===== src/rtl/core/ctg_pkg.sv =====
// ----------------------------------------------------------------------------
// ctg_pkg
// Shared widths, codes, constants and types of the chord tone synthesizer.
// ----------------------------------------------------------------------------
package ctg_pkg;

	// Field widths.
	localparam int RATE_W     = 17;
	localparam int STEP_W     = 28;
	localparam int VOL_W      = 9;
	localparam int FREQ_W     = 19;
	localparam int VC_W       = 3;
	localparam int DUR_W      = 16;
	localparam int SAMPLE_W   = 16;
	localparam int OP_W       = 2;
	localparam int CFG_IDX_W  = 2;
	localparam int CFG_DATA_W = 28;

	// Datapath widths.
	localparam int PHASE_W    = 32;
	localparam int CNT_W      = 23;
	localparam int FADE_W     = 10;
	localparam int Q15_W      = 15;
	localparam int MAG_W      = 18;
	localparam int MUL_B_W    = 15;
	localparam int MUL_P_W    = 52;
	localparam int DIV_NUM_W  = 33;
	localparam int DIV_DEN_W  = 13;
	localparam int MIX_SHIFT  = 23;
	localparam int INC_SHIFT  = 12;

	// Operation codes.
	localparam logic [OP_W-1:0] OP_TICK  = 2'd0;
	localparam logic [OP_W-1:0] OP_START = 2'd1;
	localparam logic [OP_W-1:0] OP_STOP  = 2'd2;

	// Register indexes.
	localparam logic [CFG_IDX_W-1:0] REG_SAMPLE_RATE = 2'd0;
	localparam logic [CFG_IDX_W-1:0] REG_PHASE_STEP  = 2'd1;
	localparam logic [CFG_IDX_W-1:0] REG_VOLUME      = 2'd2;

	// Register reset values.
	localparam logic [RATE_W-1:0] RATE_RESET = 17'd44100;
	localparam logic [STEP_W-1:0] STEP_RESET = 28'd24931631;
	localparam logic [VOL_W-1:0]  VOL_RESET  = 9'd256;
	localparam logic [VOL_W-1:0]  VOL_FULL   = 9'd256;

	localparam logic [CNT_W-1:0] CNT_MAX = '1;

	// Arithmetic constants.
	localparam int AMP       = 30000;
	localparam int FADE_DIV  = 200;
	localparam int MS_PER_S  = 1000;
	localparam int GAP_PCT   = 85;
	localparam int FULL_PCT  = 100;

	// Sine polynomial coefficients (Q16).
	localparam longint SIN_A = 102944;
	localparam longint SIN_B = 42334;
	localparam longint SIN_C = 5223;

	typedef enum logic [3:0] {
		ST_IDLE,
		ST_LOAD,
		ST_MS_GO,
		ST_MS_WAIT,
		ST_SND_GO,
		ST_SND_WAIT,
		ST_GAP_GO,
		ST_GAP_WAIT,
		ST_FADE_GO,
		ST_FADE_WAIT,
		ST_VOICE,
		ST_MUL_GO,
		ST_MUL_WAIT,
		ST_DIV_GO,
		ST_DIV_WAIT,
		ST_EMIT
	} ctg_state_t;

	typedef struct packed {
		logic load;
		logic step;
		logic clear;
	} ctg_voice_ctl_t;

endpackage


===== src/rtl/core/chord_tone_synthesizer_top.sv =====
// ----------------------------------------------------------------------------
// chord_tone_synthesizer_top
// A tone tick runs a serial division for the fade length, steps every voice
// through the mix, makes three serial multiplier passes and ends with a serial
// division for the final scaling; a gap tick goes straight to the output.
// One request at a time: the next is taken once the result is loaded into the
// output register. A start loads the voices and runs three serial divisions.
// Reset: 44100 Hz, default phase step, full volume; voices clear, block idle.
// ----------------------------------------------------------------------------
module chord_tone_synthesizer_top #(
	parameter int VOICES             = 4,
	parameter int SINE_TABLE_ENTRIES = 1024
) (
	input  logic                              clk,
	input  logic                              arst_n,
	// Request channel.
	input  logic                              item_valid,
	output logic                              item_stall,
	input  logic [ctg_pkg::OP_W-1:0]          operation,
	input  logic [ctg_pkg::FREQ_W-1:0]        freq_a,
	input  logic [ctg_pkg::FREQ_W-1:0]        freq_b,
	input  logic [ctg_pkg::FREQ_W-1:0]        freq_c,
	input  logic [ctg_pkg::FREQ_W-1:0]        freq_d,
	input  logic [ctg_pkg::VC_W-1:0]          voice_count,
	input  logic [ctg_pkg::DUR_W-1:0]         duration_ms,
	input  logic                              gap_after,
	// Result channel.
	output logic                              res_valid,
	input  logic                              res_stall,
	output logic signed [ctg_pkg::SAMPLE_W-1:0] sample,
	output logic                              sounding,
	output logic                              last_of_note,
	output logic                              busy_res,
	// Configuration write channel.
	input  logic                              cfg_valid,
	output logic                              cfg_ready,
	input  logic [ctg_pkg::CFG_IDX_W-1:0]     cfg_index,
	input  logic [ctg_pkg::CFG_DATA_W-1:0]    cfg_data
);
	import ctg_pkg::*;

	// Voice counter and voices-in-use widths follow the voice count.
	localparam int VW    = (VOICES > 1) ? $clog2(VOICES) : 1;
	localparam int NW    = $clog2(VOICES + 1);
	localparam int SUM_W = 16 + $clog2(VOICES);

	// Configuration registers.
	logic [RATE_W-1:0] rate_q;
	logic [STEP_W-1:0] step_q;
	logic [VOL_W-1:0]  vol_q;

	// Fields captured from a start request.
	logic [FREQ_W-1:0] freq_q [4];
	logic [DUR_W-1:0]  dur_q;
	logic              gap_q;

	// Note state.
	logic [NW-1:0]     n_q;
	logic [CNT_W-1:0]  pos_q;
	logic [CNT_W-1:0]  snd_q;
	logic [CNT_W-1:0]  gapcnt_q;
	logic              playing_q;
	logic [DUR_W-1:0]  sound_ms_q;

	// Per-tick working registers.
	ctg_state_t        state_q, state_d;
	logic [VW-1:0]     vcnt_q;
	logic [1:0]        pass_q;
	logic              tone_q;
	logic [FADE_W-1:0] env_num_q;
	logic [FADE_W-1:0] env_den_q;
	logic [SAMPLE_W-1:0] sample_q;

	// Output register.
	logic                res_valid_q;
	logic [SAMPLE_W-1:0] sample_o_q;
	logic                sounding_o_q;
	logic                last_o_q;

	// Shared units.
	ctg_voice_ctl_t          vctl;
	logic                    vactive;
	logic [PHASE_W-1:0]      inc_nx;
	logic signed [SUM_W-1:0] vsum;
	logic                    div_start, div_done;
	logic [DIV_NUM_W-1:0]    div_num, div_quo;
	logic [DIV_DEN_W-1:0]    div_den;
	logic                    mul_start, mul_done;
	logic [MUL_P_W-1:0]      mul_a, mul_prod;
	logic [MUL_B_W-1:0]      mul_b;

	// Helper terms.
	logic                      accept;
	logic                      out_free;
	logic                      vlast;
	logic [FREQ_W-1:0]         f_sel;
	logic [FREQ_W+STEP_W-1:0]  inc_prod;
	logic [VOL_W-1:0]          vol_eff;
	logic [NW-1:0]             div_n;
	logic [NW-1:0]             n_clamp;
	logic [MAG_W-1:0]          sum_abs;
	logic [CNT_W-1:0]          left;
	logic [FADE_W-1:0]         fade;
	logic [CNT_W-1:0]          quo_sat;
	logic [DIV_NUM_W-1:0]      mag_cap;
	logic [SAMPLE_W-1:0]       mag16;
	logic [CNT_W-1:0]          pos_nx;
	logic [CNT_W-1:0]          gap_nx;
	logic                      last_nx;

	// Configuration writes land only between requests, while the block idles.
	assign cfg_ready = (state_q == ST_IDLE);

	always_ff @(posedge clk or negedge arst_n) begin
		if (!arst_n) begin
			rate_q <= RATE_RESET;
			step_q <= STEP_RESET;
			vol_q  <= VOL_RESET;
		end else if (cfg_valid && cfg_ready) begin
			unique case (cfg_index)
				REG_SAMPLE_RATE: rate_q <= cfg_data[RATE_W-1:0];
				REG_PHASE_STEP:  step_q <= cfg_data[STEP_W-1:0];
				REG_VOLUME:      vol_q  <= cfg_data[VOL_W-1:0];
				default: ;
			endcase
		end
	end

	// A request is taken only while idle. A finished result may still be
	// waiting in the output register; the next one waits in ST_EMIT.
	assign item_stall = (state_q != ST_IDLE);
	assign accept     = item_valid && (state_q == ST_IDLE);
	assign out_free   = !res_valid_q || !res_stall;
	assign vlast      = (vcnt_q == VW'(VOICES - 1));

	// Frequency of the voice at the head of the ring during a load; voices
	// past the fourth have no frequency port and stay silent.
	always_comb begin
		f_sel = (32'(vcnt_q) < 4) ? freq_q[2'(vcnt_q)] : '0;
		inc_prod = (FREQ_W+STEP_W)'(f_sel) * (FREQ_W+STEP_W)'(step_q);
		inc_nx   = inc_prod[PHASE_W+INC_SHIFT-1:INC_SHIFT];
	end

	always_comb begin
		vol_eff = (vol_q > VOL_FULL) ? VOL_FULL : vol_q;
		div_n   = (n_q == '0) ? NW'(1) : n_q;
		n_clamp = (32'(voice_count) > VOICES) ? NW'(VOICES) : NW'(voice_count);
		sum_abs = vsum[SUM_W-1] ? MAG_W'(-vsum) : MAG_W'(vsum);
		left    = snd_q - pos_q;
		fade    = div_quo[FADE_W-1:0];
		quo_sat = (div_quo > DIV_NUM_W'(CNT_MAX)) ? CNT_MAX : div_quo[CNT_W-1:0];
		mag_cap = (div_quo > DIV_NUM_W'(AMP)) ? DIV_NUM_W'(AMP) : div_quo;
		mag16   = mag_cap[SAMPLE_W-1:0];
		vactive = (32'(vcnt_q) < 32'(n_q));
	end

	// Operands of the shared divider and multiplier, chosen by state.
	always_comb begin
		div_num = DIV_NUM_W'(rate_q);
		div_den = DIV_DEN_W'(FADE_DIV);
		unique case (state_q)
			ST_MS_GO: begin
				div_num = DIV_NUM_W'(dur_q) * DIV_NUM_W'(gap_q ? GAP_PCT : FULL_PCT);
				div_den = DIV_DEN_W'(FULL_PCT);
			end
			ST_SND_GO: begin
				div_num = DIV_NUM_W'(rate_q) * DIV_NUM_W'(sound_ms_q);
				div_den = DIV_DEN_W'(MS_PER_S);
			end
			ST_GAP_GO: begin
				div_num = DIV_NUM_W'(rate_q) * DIV_NUM_W'(dur_q - sound_ms_q);
				div_den = DIV_DEN_W'(MS_PER_S);
			end
			ST_DIV_GO: begin
				div_num = DIV_NUM_W'(mul_prod >> MIX_SHIFT);
				div_den = DIV_DEN_W'(div_n) * DIV_DEN_W'(env_den_q);
			end
			default: ;
		endcase
	end

	always_comb begin
		mul_a = (pass_q == 2'd0) ? MUL_P_W'(sum_abs) : mul_prod;
		unique case (pass_q)
			2'd0:    mul_b = MUL_B_W'(env_num_q);
			2'd1:    mul_b = MUL_B_W'(vol_eff);
			default: mul_b = MUL_B_W'(AMP);
		endcase
	end

	// Next state and unit strobes.
	always_comb begin
		state_d    = state_q;
		vctl       = '0;
		div_start  = 1'b0;
		mul_start  = 1'b0;
		unique case (state_q)
			ST_IDLE: begin
				if (accept) begin
					if (operation == OP_START) begin
						state_d = ST_LOAD;
					end else if (operation == OP_TICK && playing_q) begin
						state_d = (pos_q < snd_q) ? ST_FADE_GO : ST_EMIT;
					end
				end
			end
			ST_LOAD: begin
				vctl.load = 1'b1;
				if (vlast) state_d = ST_MS_GO;
			end
			ST_MS_GO: begin
				div_start = 1'b1;
				state_d   = ST_MS_WAIT;
			end
			ST_MS_WAIT:  if (div_done) state_d = ST_SND_GO;
			ST_SND_GO: begin
				div_start = 1'b1;
				state_d   = ST_SND_WAIT;
			end
			ST_SND_WAIT: if (div_done) state_d = ST_GAP_GO;
			ST_GAP_GO: begin
				div_start = 1'b1;
				state_d   = ST_GAP_WAIT;
			end
			ST_GAP_WAIT: if (div_done) state_d = ST_IDLE;
			ST_FADE_GO: begin
				div_start  = 1'b1;
				vctl.clear = 1'b1;
				state_d    = ST_FADE_WAIT;
			end
			ST_FADE_WAIT: if (div_done) state_d = ST_VOICE;
			ST_VOICE: begin
				vctl.step = 1'b1;
				if (vlast) state_d = ST_MUL_GO;
			end
			ST_MUL_GO: begin
				mul_start = 1'b1;
				state_d   = ST_MUL_WAIT;
			end
			ST_MUL_WAIT: begin
				if (mul_done) state_d = (pass_q == 2'd2) ? ST_DIV_GO : ST_MUL_GO;
			end
			ST_DIV_GO: begin
				div_start = 1'b1;
				state_d   = ST_DIV_WAIT;
			end
			ST_DIV_WAIT: if (div_done) state_d = ST_EMIT;
			ST_EMIT:     if (out_free) state_d = ST_IDLE;
			default:     state_d = ST_IDLE;
		endcase
	end

	always_ff @(posedge clk or negedge arst_n) begin
		if (!arst_n) begin
			state_q <= ST_IDLE;
		end else begin
			state_q <= state_d;
		end
	end

	// Position and gap count after the tick being emitted.
	always_comb begin
		pos_nx  = pos_q + 1'b1;
		gap_nx  = (gapcnt_q != '0) ? gapcnt_q - 1'b1 : gapcnt_q;
		last_nx = tone_q ? (pos_nx == snd_q && gapcnt_q == '0) : (gap_nx == '0);
	end

	// Control and note state.
	always_ff @(posedge clk or negedge arst_n) begin
		if (!arst_n) begin
			vcnt_q      <= '0;
			pass_q      <= '0;
			tone_q      <= 1'b0;
			n_q         <= '0;
			pos_q       <= '0;
			snd_q       <= '0;
			gapcnt_q    <= '0;
			playing_q   <= 1'b0;
			res_valid_q <= 1'b0;
		end else begin
			if (state_q == ST_EMIT && out_free) res_valid_q <= 1'b1;
			else if (res_valid_q && !res_stall) res_valid_q <= 1'b0;
			unique case (state_q)
				ST_IDLE: begin
					vcnt_q <= '0;
					if (accept) begin
						if (operation == OP_START) begin
							n_q <= n_clamp;
						end else if (operation == OP_STOP) begin
							playing_q <= 1'b0;
							gapcnt_q  <= '0;
						end else if (operation == OP_TICK) begin
							tone_q <= (pos_q < snd_q);
						end
					end
				end
				ST_LOAD, ST_VOICE: begin
					vcnt_q <= vlast ? '0 : vcnt_q + 1'b1;
					pass_q <= '0;
				end
				ST_SND_WAIT: if (div_done) snd_q <= quo_sat;
				ST_GAP_WAIT: begin
					if (div_done) begin
						gapcnt_q  <= gap_q ? quo_sat : '0;
						pos_q     <= '0;
						playing_q <= (snd_q != '0) || (gap_q && quo_sat != '0);
					end
				end
				ST_MUL_WAIT: if (mul_done) pass_q <= pass_q + 1'b1;
				ST_EMIT: begin
					if (out_free) begin
						if (tone_q) pos_q <= pos_nx;
						else        gapcnt_q <= gap_nx;
						if (last_nx) playing_q <= 1'b0;
					end
				end
				default: ;
			endcase
		end
	end

	// Payload registers.
	always_ff @(posedge clk) begin
		if (accept && operation == OP_START) begin
			freq_q[0] <= freq_a;
			freq_q[1] <= freq_b;
			freq_q[2] <= freq_c;
			freq_q[3] <= freq_d;
			dur_q     <= duration_ms;
			gap_q     <= gap_after;
		end
		if (state_q == ST_MS_WAIT && div_done) sound_ms_q <= div_quo[DUR_W-1:0];
		// Fade: ramp up over the first samples, down over the last ones.
		if (state_q == ST_FADE_WAIT && div_done) begin
			if (pos_q < CNT_W'(fade)) begin
				env_num_q <= pos_q[FADE_W-1:0];
				env_den_q <= fade;
			end else if (left < CNT_W'(fade)) begin
				env_num_q <= left[FADE_W-1:0];
				env_den_q <= fade;
			end else begin
				env_num_q <= FADE_W'(1);
				env_den_q <= FADE_W'(1);
			end
		end
		if (state_q == ST_DIV_WAIT && div_done) begin
			sample_q <= vsum[SUM_W-1] ? SAMPLE_W'(0) - mag16 : mag16;
		end
		if (state_q == ST_EMIT && out_free) begin
			sample_o_q   <= tone_q ? sample_q : '0;
			sounding_o_q <= tone_q;
			last_o_q     <= last_nx;
		end
	end

	assign res_valid    = res_valid_q;
	assign sample       = sample_o_q;
	assign sounding     = sounding_o_q;
	assign last_of_note = last_o_q;
	assign busy_res     = res_valid_q;

	ctg_voice_bank #(
		.VOICES       (VOICES),
		.SINE_ENTRIES (SINE_TABLE_ENTRIES),
		.SUM_W        (SUM_W)
	) u_voices (
		.clk    (clk),
		.arst_n (arst_n),
		.ctl    (vctl),
		.active (vactive),
		.inc_in (inc_nx),
		.sum    (vsum)
	);

	ctg_serial_div #(
		.NUM_W (DIV_NUM_W),
		.DEN_W (DIV_DEN_W)
	) u_div (
		.clk    (clk),
		.arst_n (arst_n),
		.start  (div_start),
		.num    (div_num),
		.den    (div_den),
		.done   (div_done),
		.quo    (div_quo)
	);

	ctg_serial_mul #(
		.P_W (MUL_P_W),
		.B_W (MUL_B_W)
	) u_mul (
		.clk    (clk),
		.arst_n (arst_n),
		.start  (mul_start),
		.a      (mul_a),
		.b      (mul_b),
		.done   (mul_done),
		.prod   (mul_prod)
	);

endmodule


===== src/rtl/core/ctg_serial_div.sv =====
// ----------------------------------------------------------------------------
// ctg_serial_div
// Restoring divider, one quotient bit per cycle, MSB first.
// ----------------------------------------------------------------------------
module ctg_serial_div #(
	parameter int NUM_W = 33,
	parameter int DEN_W = 13
) (
	input  logic             clk,
	input  logic             arst_n,
	input  logic             start,
	input  logic [NUM_W-1:0] num,
	input  logic [DEN_W-1:0] den,
	output logic             done,
	output logic [NUM_W-1:0] quo
);
	localparam int CW = $clog2(NUM_W + 1);

	logic [NUM_W-1:0] quo_q;
	logic [DEN_W-1:0] den_q;
	logic [DEN_W:0]   rem_q;
	logic [CW-1:0]    cnt_q;
	logic             run_q;
	logic             done_q;
	logic [DEN_W:0]   rem_sh;
	logic             ge;
	logic [DEN_W:0]   rem_nx;

	always_comb begin
		rem_sh = {rem_q[DEN_W-1:0], quo_q[NUM_W-1]};
		ge     = rem_sh >= {1'b0, den_q};
		rem_nx = ge ? rem_sh - {1'b0, den_q} : rem_sh;
	end

	always_ff @(posedge clk or negedge arst_n) begin
		if (!arst_n) begin
			run_q  <= 1'b0;
			done_q <= 1'b0;
			cnt_q  <= '0;
		end else if (start) begin
			run_q  <= 1'b1;
			done_q <= 1'b0;
			cnt_q  <= '0;
		end else if (run_q) begin
			cnt_q <= cnt_q + 1'b1;
			if (cnt_q == CW'(NUM_W - 1)) begin
				run_q  <= 1'b0;
				done_q <= 1'b1;
			end
		end
	end

	always_ff @(posedge clk) begin
		if (start) begin
			quo_q <= num;
			den_q <= den;
			rem_q <= '0;
		end else if (run_q) begin
			rem_q <= rem_nx;
			quo_q <= {quo_q[NUM_W-2:0], ge};
		end
	end

	assign done = done_q;
	assign quo  = quo_q;

endmodule


===== src/rtl/core/ctg_serial_mul.sv =====
// ----------------------------------------------------------------------------
// ctg_serial_mul
// Shift-add multiplier, one multiplier bit per cycle, MSB first.
// ----------------------------------------------------------------------------
module ctg_serial_mul #(
	parameter int P_W = 52,
	parameter int B_W = 15
) (
	input  logic           clk,
	input  logic           arst_n,
	input  logic           start,
	input  logic [P_W-1:0] a,
	input  logic [B_W-1:0] b,
	output logic           done,
	output logic [P_W-1:0] prod
);
	localparam int CW = $clog2(B_W + 1);

	logic [P_W-1:0] acc_q;
	logic [P_W-1:0] a_q;
	logic [B_W-1:0] b_q;
	logic [CW-1:0]  cnt_q;
	logic           run_q;
	logic           done_q;

	always_ff @(posedge clk or negedge arst_n) begin
		if (!arst_n) begin
			run_q  <= 1'b0;
			done_q <= 1'b0;
			cnt_q  <= '0;
		end else if (start) begin
			run_q  <= 1'b1;
			done_q <= 1'b0;
			cnt_q  <= '0;
		end else if (run_q) begin
			cnt_q <= cnt_q + 1'b1;
			if (cnt_q == CW'(B_W - 1)) begin
				run_q  <= 1'b0;
				done_q <= 1'b1;
			end
		end
	end

	always_ff @(posedge clk) begin
		if (start) begin
			acc_q <= '0;
			a_q   <= a;
			b_q   <= b;
		end else if (run_q) begin
			acc_q <= {acc_q[P_W-2:0], 1'b0} + (b_q[B_W-1] ? a_q : '0);
			b_q   <= {b_q[B_W-2:0], 1'b0};
		end
	end

	assign done = done_q;
	assign prod = acc_q;

endmodule


===== src/rtl/core/ctg_voice_bank.sv =====
// ----------------------------------------------------------------------------
// ctg_voice_bank
// Rotating ring of voice phase accumulators with a quarter-wave sine table
// and a mix accumulator; one voice passes the head per cycle while it loads or steps.
// ----------------------------------------------------------------------------
module ctg_voice_bank #(
	parameter int VOICES       = 4,
	parameter int SINE_ENTRIES = 1024,
	parameter int SUM_W        = 18
) (
	input  logic                           clk,
	input  logic                           arst_n,
	input  ctg_pkg::ctg_voice_ctl_t        ctl,
	input  logic                           active,
	input  logic [ctg_pkg::PHASE_W-1:0]    inc_in,
	output logic signed [SUM_W-1:0]        sum
);
	import ctg_pkg::*;

	localparam int LOG_E  = $clog2(SINE_ENTRIES);
	localparam int QUART  = SINE_ENTRIES / 4;
	localparam int TIDX_W = LOG_E - 1;

	typedef logic [Q15_W-1:0] sine_tab_t [QUART];

	// Quarter wave, built at elaboration from the polynomial. The peak at a
	// quarter turn always lands on full scale and is not stored.
	function automatic sine_tab_t build_tab();
		sine_tab_t t;
		longint z, z2, p, y;
		for (int i = 0; i < QUART; i++) begin
			z  = (longint'(i) <<< 18) / SINE_ENTRIES;
			z2 = (z * z) >>> 16;
			p  = SIN_B - ((SIN_C * z2) >>> 16);
			p  = SIN_A - ((p * z2) >>> 16);
			y  = (z * p) >>> 16;
			y  = (y + 1) >>> 1;
			if (y > 32767) y = 32767;
			t[i] = Q15_W'(y);
		end
		return t;
	endfunction

	localparam sine_tab_t SINE_TAB = build_tab();

	logic [PHASE_W-1:0]      phase_q [VOICES];
	logic [PHASE_W-1:0]      inc_q   [VOICES];
	logic [PHASE_W-1:0]      head_phase_nx;
	logic [PHASE_W-1:0]      head_inc_nx;
	logic signed [SUM_W-1:0] sum_q;
	logic [LOG_E-1:0]        idx;
	logic [1:0]              quad;
	logic [TIDX_W-1:0]       tidx;
	logic [Q15_W-1:0]        mag;
	logic signed [15:0]      sval;

	always_comb begin
		idx  = phase_q[0][PHASE_W-1 -: LOG_E];
		quad = idx[LOG_E-1 -: 2];
		tidx = {1'b0, idx[LOG_E-3:0]};
		if (quad[0]) tidx = TIDX_W'(QUART) - tidx;
		mag  = (tidx == TIDX_W'(QUART)) ? {Q15_W{1'b1}} : SINE_TAB[tidx[TIDX_W-2:0]];
		sval = quad[1] ? -$signed({1'b0, mag}) : $signed({1'b0, mag});
	end

	always_comb begin
		head_phase_nx = phase_q[0];
		head_inc_nx   = inc_q[0];
		if (ctl.load) begin
			head_phase_nx = '0;
			head_inc_nx   = inc_in;
		end else if (ctl.step && active) begin
			head_phase_nx = phase_q[0] + inc_q[0];
		end
	end

	always_ff @(posedge clk or negedge arst_n) begin
		if (!arst_n) begin
			for (int i = 0; i < VOICES; i++) begin
				phase_q[i] <= '0;
				inc_q[i]   <= '0;
			end
		end else if (ctl.load || ctl.step) begin
			for (int i = 0; i < VOICES - 1; i++) begin
				phase_q[i] <= phase_q[i+1];
				inc_q[i]   <= inc_q[i+1];
			end
			phase_q[VOICES-1] <= head_phase_nx;
			inc_q[VOICES-1]   <= head_inc_nx;
		end
	end

	always_ff @(posedge clk) begin
		if (ctl.clear) begin
			sum_q <= '0;
		end else if (ctl.step && active) begin
			sum_q <= sum_q + SUM_W'(sval);
		end
	end

	assign sum = sum_q;

endmodule


===== config.mk =====
export PLATFORM = sky130hd
export DESIGN_NAME = chord_tone_synthesizer_top
export DESIGN_NICKNAME = d
export VERILOG_FILES = /design/src/rtl/core/ctg_pkg.sv /design/src/rtl/core/chord_tone_synthesizer_top.sv /design/src/rtl/core/ctg_serial_div.sv /design/src/rtl/core/ctg_serial_mul.sv /design/src/rtl/core/ctg_voice_bank.sv
export SDC_FILE = /design/constraint.sdc
export NUM_CORES = 2
export LEC_CHECK = 0
export BUFFER_PORTS_ARGS = -buffer_cell sky130_fd_sc_hd__buf_2
export CAP_MARGIN = 20
export CORE_MARGIN = 2
export CORE_UTILIZATION = 45
export DETAILED_ROUTE_END_ITERATION = 10
export SYNTH_ARGS = -nofsm -noshare
export SYNTH_HDL_FRONTEND = slang
export SYNTH_SLANG_ARGS = --single-unit

===== constraint.sdc =====
create_clock -name clk -period 15.7 [get_ports clk]
set_input_delay 0.785 -clock clk [delete_from_list [all_inputs] [get_ports clk]]
set_output_delay 0.785 -clock clk [all_outputs]
set_load 0.005 [all_outputs]

==> impl_metrics.env <==
export IMPL_ys_warnings_count=0
export IMPL_setup_viol=0
export IMPL_clk_transition_reported_paths_ns=0.07
export IMPL_timing_hold_ws_ns=0.0567
export IMPL_remaining_max_slew_budget_at_the_tightest_pin=0.213
export IMPL_number_of_enable_type_register_cells_in_the_synthesized_netlist=276
export IMPL_place_congestion=0.981
export IMPL_postSynthRegisterBits=766
export IMPL_avgViaCountPerCell=5.65
export IMPL_pin_count_of_the_biggest_net_entering_global_routing=205
export IMPL_place_hpwl_mm=192
export IMPL_yosysTopAreaCellShare=0.222
export IMPL_grt_pass1_vias=68700
export IMPL_num_vias=67600
export IMPL_timing_worst_setup_path_type="flop to flop"
export IMPL_max_capacitance_violation_total=0
export IMPL_placement_rows=157
export IMPL_total_number_of_clock_tree_sinks=766
export IMPL_arrival_ns=10.33
export IMPL_grt_pass1_wl_mm=406
export IMPL_critical_path_max_fanout=19
export IMPL_boundaryPins=155
export IMPL_timing_final_ws_setup_ns=5.98
export IMPL_floorplan_initialDensity=0.454
export IMPL_cts_root_buffer_cell="clkbuf_16"
export IMPL_fin_worst_skew_ns=0.0764
export IMPL_antenna_violations_before_repair=12
export IMPL_startpoint_types="flop"
export IMPL_post_route_cells_drive_above_1_share=0.0681
export IMPL_detail_route_iter0_violations=5800
export IMPL_finalWirelength_mm=259
export IMPL_preCtsSetupSlack_ns=6.07
export IMPL_detail_route_first_pass_iterations=9
export IMPL_worst_slew_pin_slew_ns=1.18
export IMPL_grt_usage=0.278
export IMPL_synth_to_layout_area_growth_pct=7.58
export IMPL_globalRoute_totalOverflow=0
export IMPL_async_flop_share=0.531
export IMPL_synthesis_area_per_instance_sq_um=8.71
export IMPL_post_synth_num_cell_types=102
export IMPL_post_cts_setup_driven_buffer_insertion_count=0
export IMPL_ant_nets=0
export IMPL_setup_repair_after_global_routing_missed_its_margin="no"
export IMPL_synth_seq_area_share=0.242
export IMPL_clock_latency_ns=0.75
export IMPL_synth_fp_nets=11200
export IMPL_gate_family_responsible_for_the_most_delay_along_the_worst_path="compound AO/OA/AOI/OAI gates"
export IMPL_syn_instance_count=9562
export IMPL_floorplan_core_area_sq_um=183000
export IMPL_post_cts_resize_count=0
export IMPL_setup_tns_final_ns=0
export IMPL_tritoncts_num_buffers=92
export IMPL_worstPathRequired_ns=16.31
export IMPL_cts_htree_levels=3
export IMPL_area_contributors_post_synth="fa_1, dfrtp_1, edfxtp_1, ha_1, nand2_1"
export IMPL_syn_area_sq_um=83300
export IMPL_synth_area_leader="fa_1"
export IMPL_buffer_ports_inserted=154
export IMPL_critPathSlowestCell="edfxtp_1"
export IMPL_hold_buffers_post_cts=0
export IMPL_cts_max_path_buffers=3
export IMPL_ys_flop_type="dfrtp_1"
export IMPL_critical_path_buf_inv_count=7
export IMPL_drc=0
export IMPL_setup_worst_path_end_class="flop"
export IMPL_holdCritPathClass="input pin to async pin"
export IMPL_dieHeight_microns=434
export IMPL_cts_tree="yes"
export IMPL_avgRoutedWirePerCell_microns=21.7
export IMPL_layout_nets=11100
export IMPL_timing_hold_violations_final=0
export IMPL_die_area_sq_um=188000
export IMPL_timing_max_transition_violations_final=0
export IMPL_status="complete, no violations"
export IMPL_worst_path_largest_cell_delay_ns=0.79
export IMPL_timing_fmax_ghz=0.103
export IMPL_period_share=0.619
export IMPL_post_route_min_period_ns=9.72
export IMPL_chipWidth_microns=434
[synthesized netlist by cell type, drive strengths merged (20+ instances only)]
library cell	number
a31oi	67
clkbuf	442
or3	45
a2111oi	22
a211oi	49
nand4	44
nor2	466
a311oi	22
and3	43
xnor2	186
dfstp	23
nand2	1848
a21oi	460
a21boi	20
o21ai	396
o21bai	28
edfxtp	276
buf	97
nand3	132
nor2b	146
o211ai	47
dfxtp	83
a221oi	39
mux2i	72
a211o	21
nor3	107
fa	923
inv	1252
and2	408
nor4	34
a22oi	22
o21a	32
ha	602
mux2	63
o22ai	43
o31ai	48
xor2	127
nand2b	59
a21o	112
mux4	20
dfrtp	384
[final cells by class]
| cell class | instances | area (sq um) |
|---|---|---|
| diodes | 3 | 7.51 |
| clock buffers | 127 | 2660 |
| multi-input cells | 7004 | 56400 |
| clock inverters | 46 | 593 |
| fillers | 17600 | 93900 |
| inverters | 1253 | 4710 |
| repair buffers | 306 | 1950 |
| well taps | 2464 | 3080 |
| flip-flops and latches | 766 | 20200 |
[metrics by stage]
step,instances,area [sq um],utilization
floorplan,9562,83300,-
global placement,11800,86300,0.470
detailed placement,11800,86300,0.470
CTS,12000,89500,0.488
global route,12000,89600,0.488
finish,12000,89600,0.488
[kinds of logic after synthesis]
logic type | synth area share
AND/OR/NAND/NOR | 0.184
adder cells (fa/ha/maj) | 0.312
other | 0.0000450
XOR/XNOR | 0.0329
flip-flops | 0.242
multiplexers | 0.0226
buffers and inverters | 0.0821
AO/OA/AOI/OAI | 0.123
[placed cells by master (no fill, tap or decap), types with 59 or more instances in the layout]
cell and n:
and2_1 407, ha_1 601, buf_2 154, nand3_1 132
mux2i_1 72, mux2_2 62, edfxtp_1 276, a31oi_1 67
nor3_1 102, fa_1 923, a21oi_1 459, nand2b_1 59
dfxtp_1 82, inv_1 1248, xor2_1 126, o21ai_0 382
nor2b_1 146, xnor2_1 183, nand2_1 1845, dfrtp_1 379
a21o_1 112, buf_4 146, nor2_1 454, clkbuf_16 97
[worst register-to-register path, delay by kind of cell (launching register included)]
kind | cells | cell delay, ns
compound gates | 17 | 3.62
xor+xnor | 1 | 0.13
fa+ha+maj | 8 | 3.52
buf+inv | 7 | 0.66
flops | 1 | 0.79
simple gates | 4 | 0.88
[per-layer routing]
metal,global-route usage,vias to the layer above,share of wire
met3,0.0379,529,0.064
li1,-,31000,-
met1,0.367,33800,0.42
met5,0,-,0.000066
met2,0.456,2307,0.47
met4,0.118,2,0.048
[sequential cells by signal (all words and copies together) (netlist names), 13 cells and up]
register	count
u_voices.inc_q	128
u_voices.phase_q	118
freq_q	76
u_mul.a_q	52
u_mul.prod	52
u_div.quo	33
step_q	28
gapcnt_q	23
pos_q	23
snd_q	23
u_voices.sum	18
rate_q	17
dur_q	16
sample	16
sample_q	16
sound_ms_q	16
u_mul.b_q	15
u_div.den_q	13
u_div.rem_q	13
[worst paths after layout]
kind,from,to,slack [ns],cells past startpoint
setup / recovery,sound_ms_q[1],u_div.quo[32],5.98,37
hold / removal,arst_n,step_q[23],0.06,1
setup reg to reg,sound_ms_q[1],u_div.quo[32],5.98,37
hold reg to reg,u_voices.inc_q[29],u_voices.inc_q[61],0.46,2
max in group asynchronous,arst_n,u_voices.inc_q[108],13.34,3
min in group clk,freq_a[8],freq_q[0][8],0.21,1
Power is not shown: default switching activity piles up to over one toggle a cycle in this logic, so the estimate is an artifact.
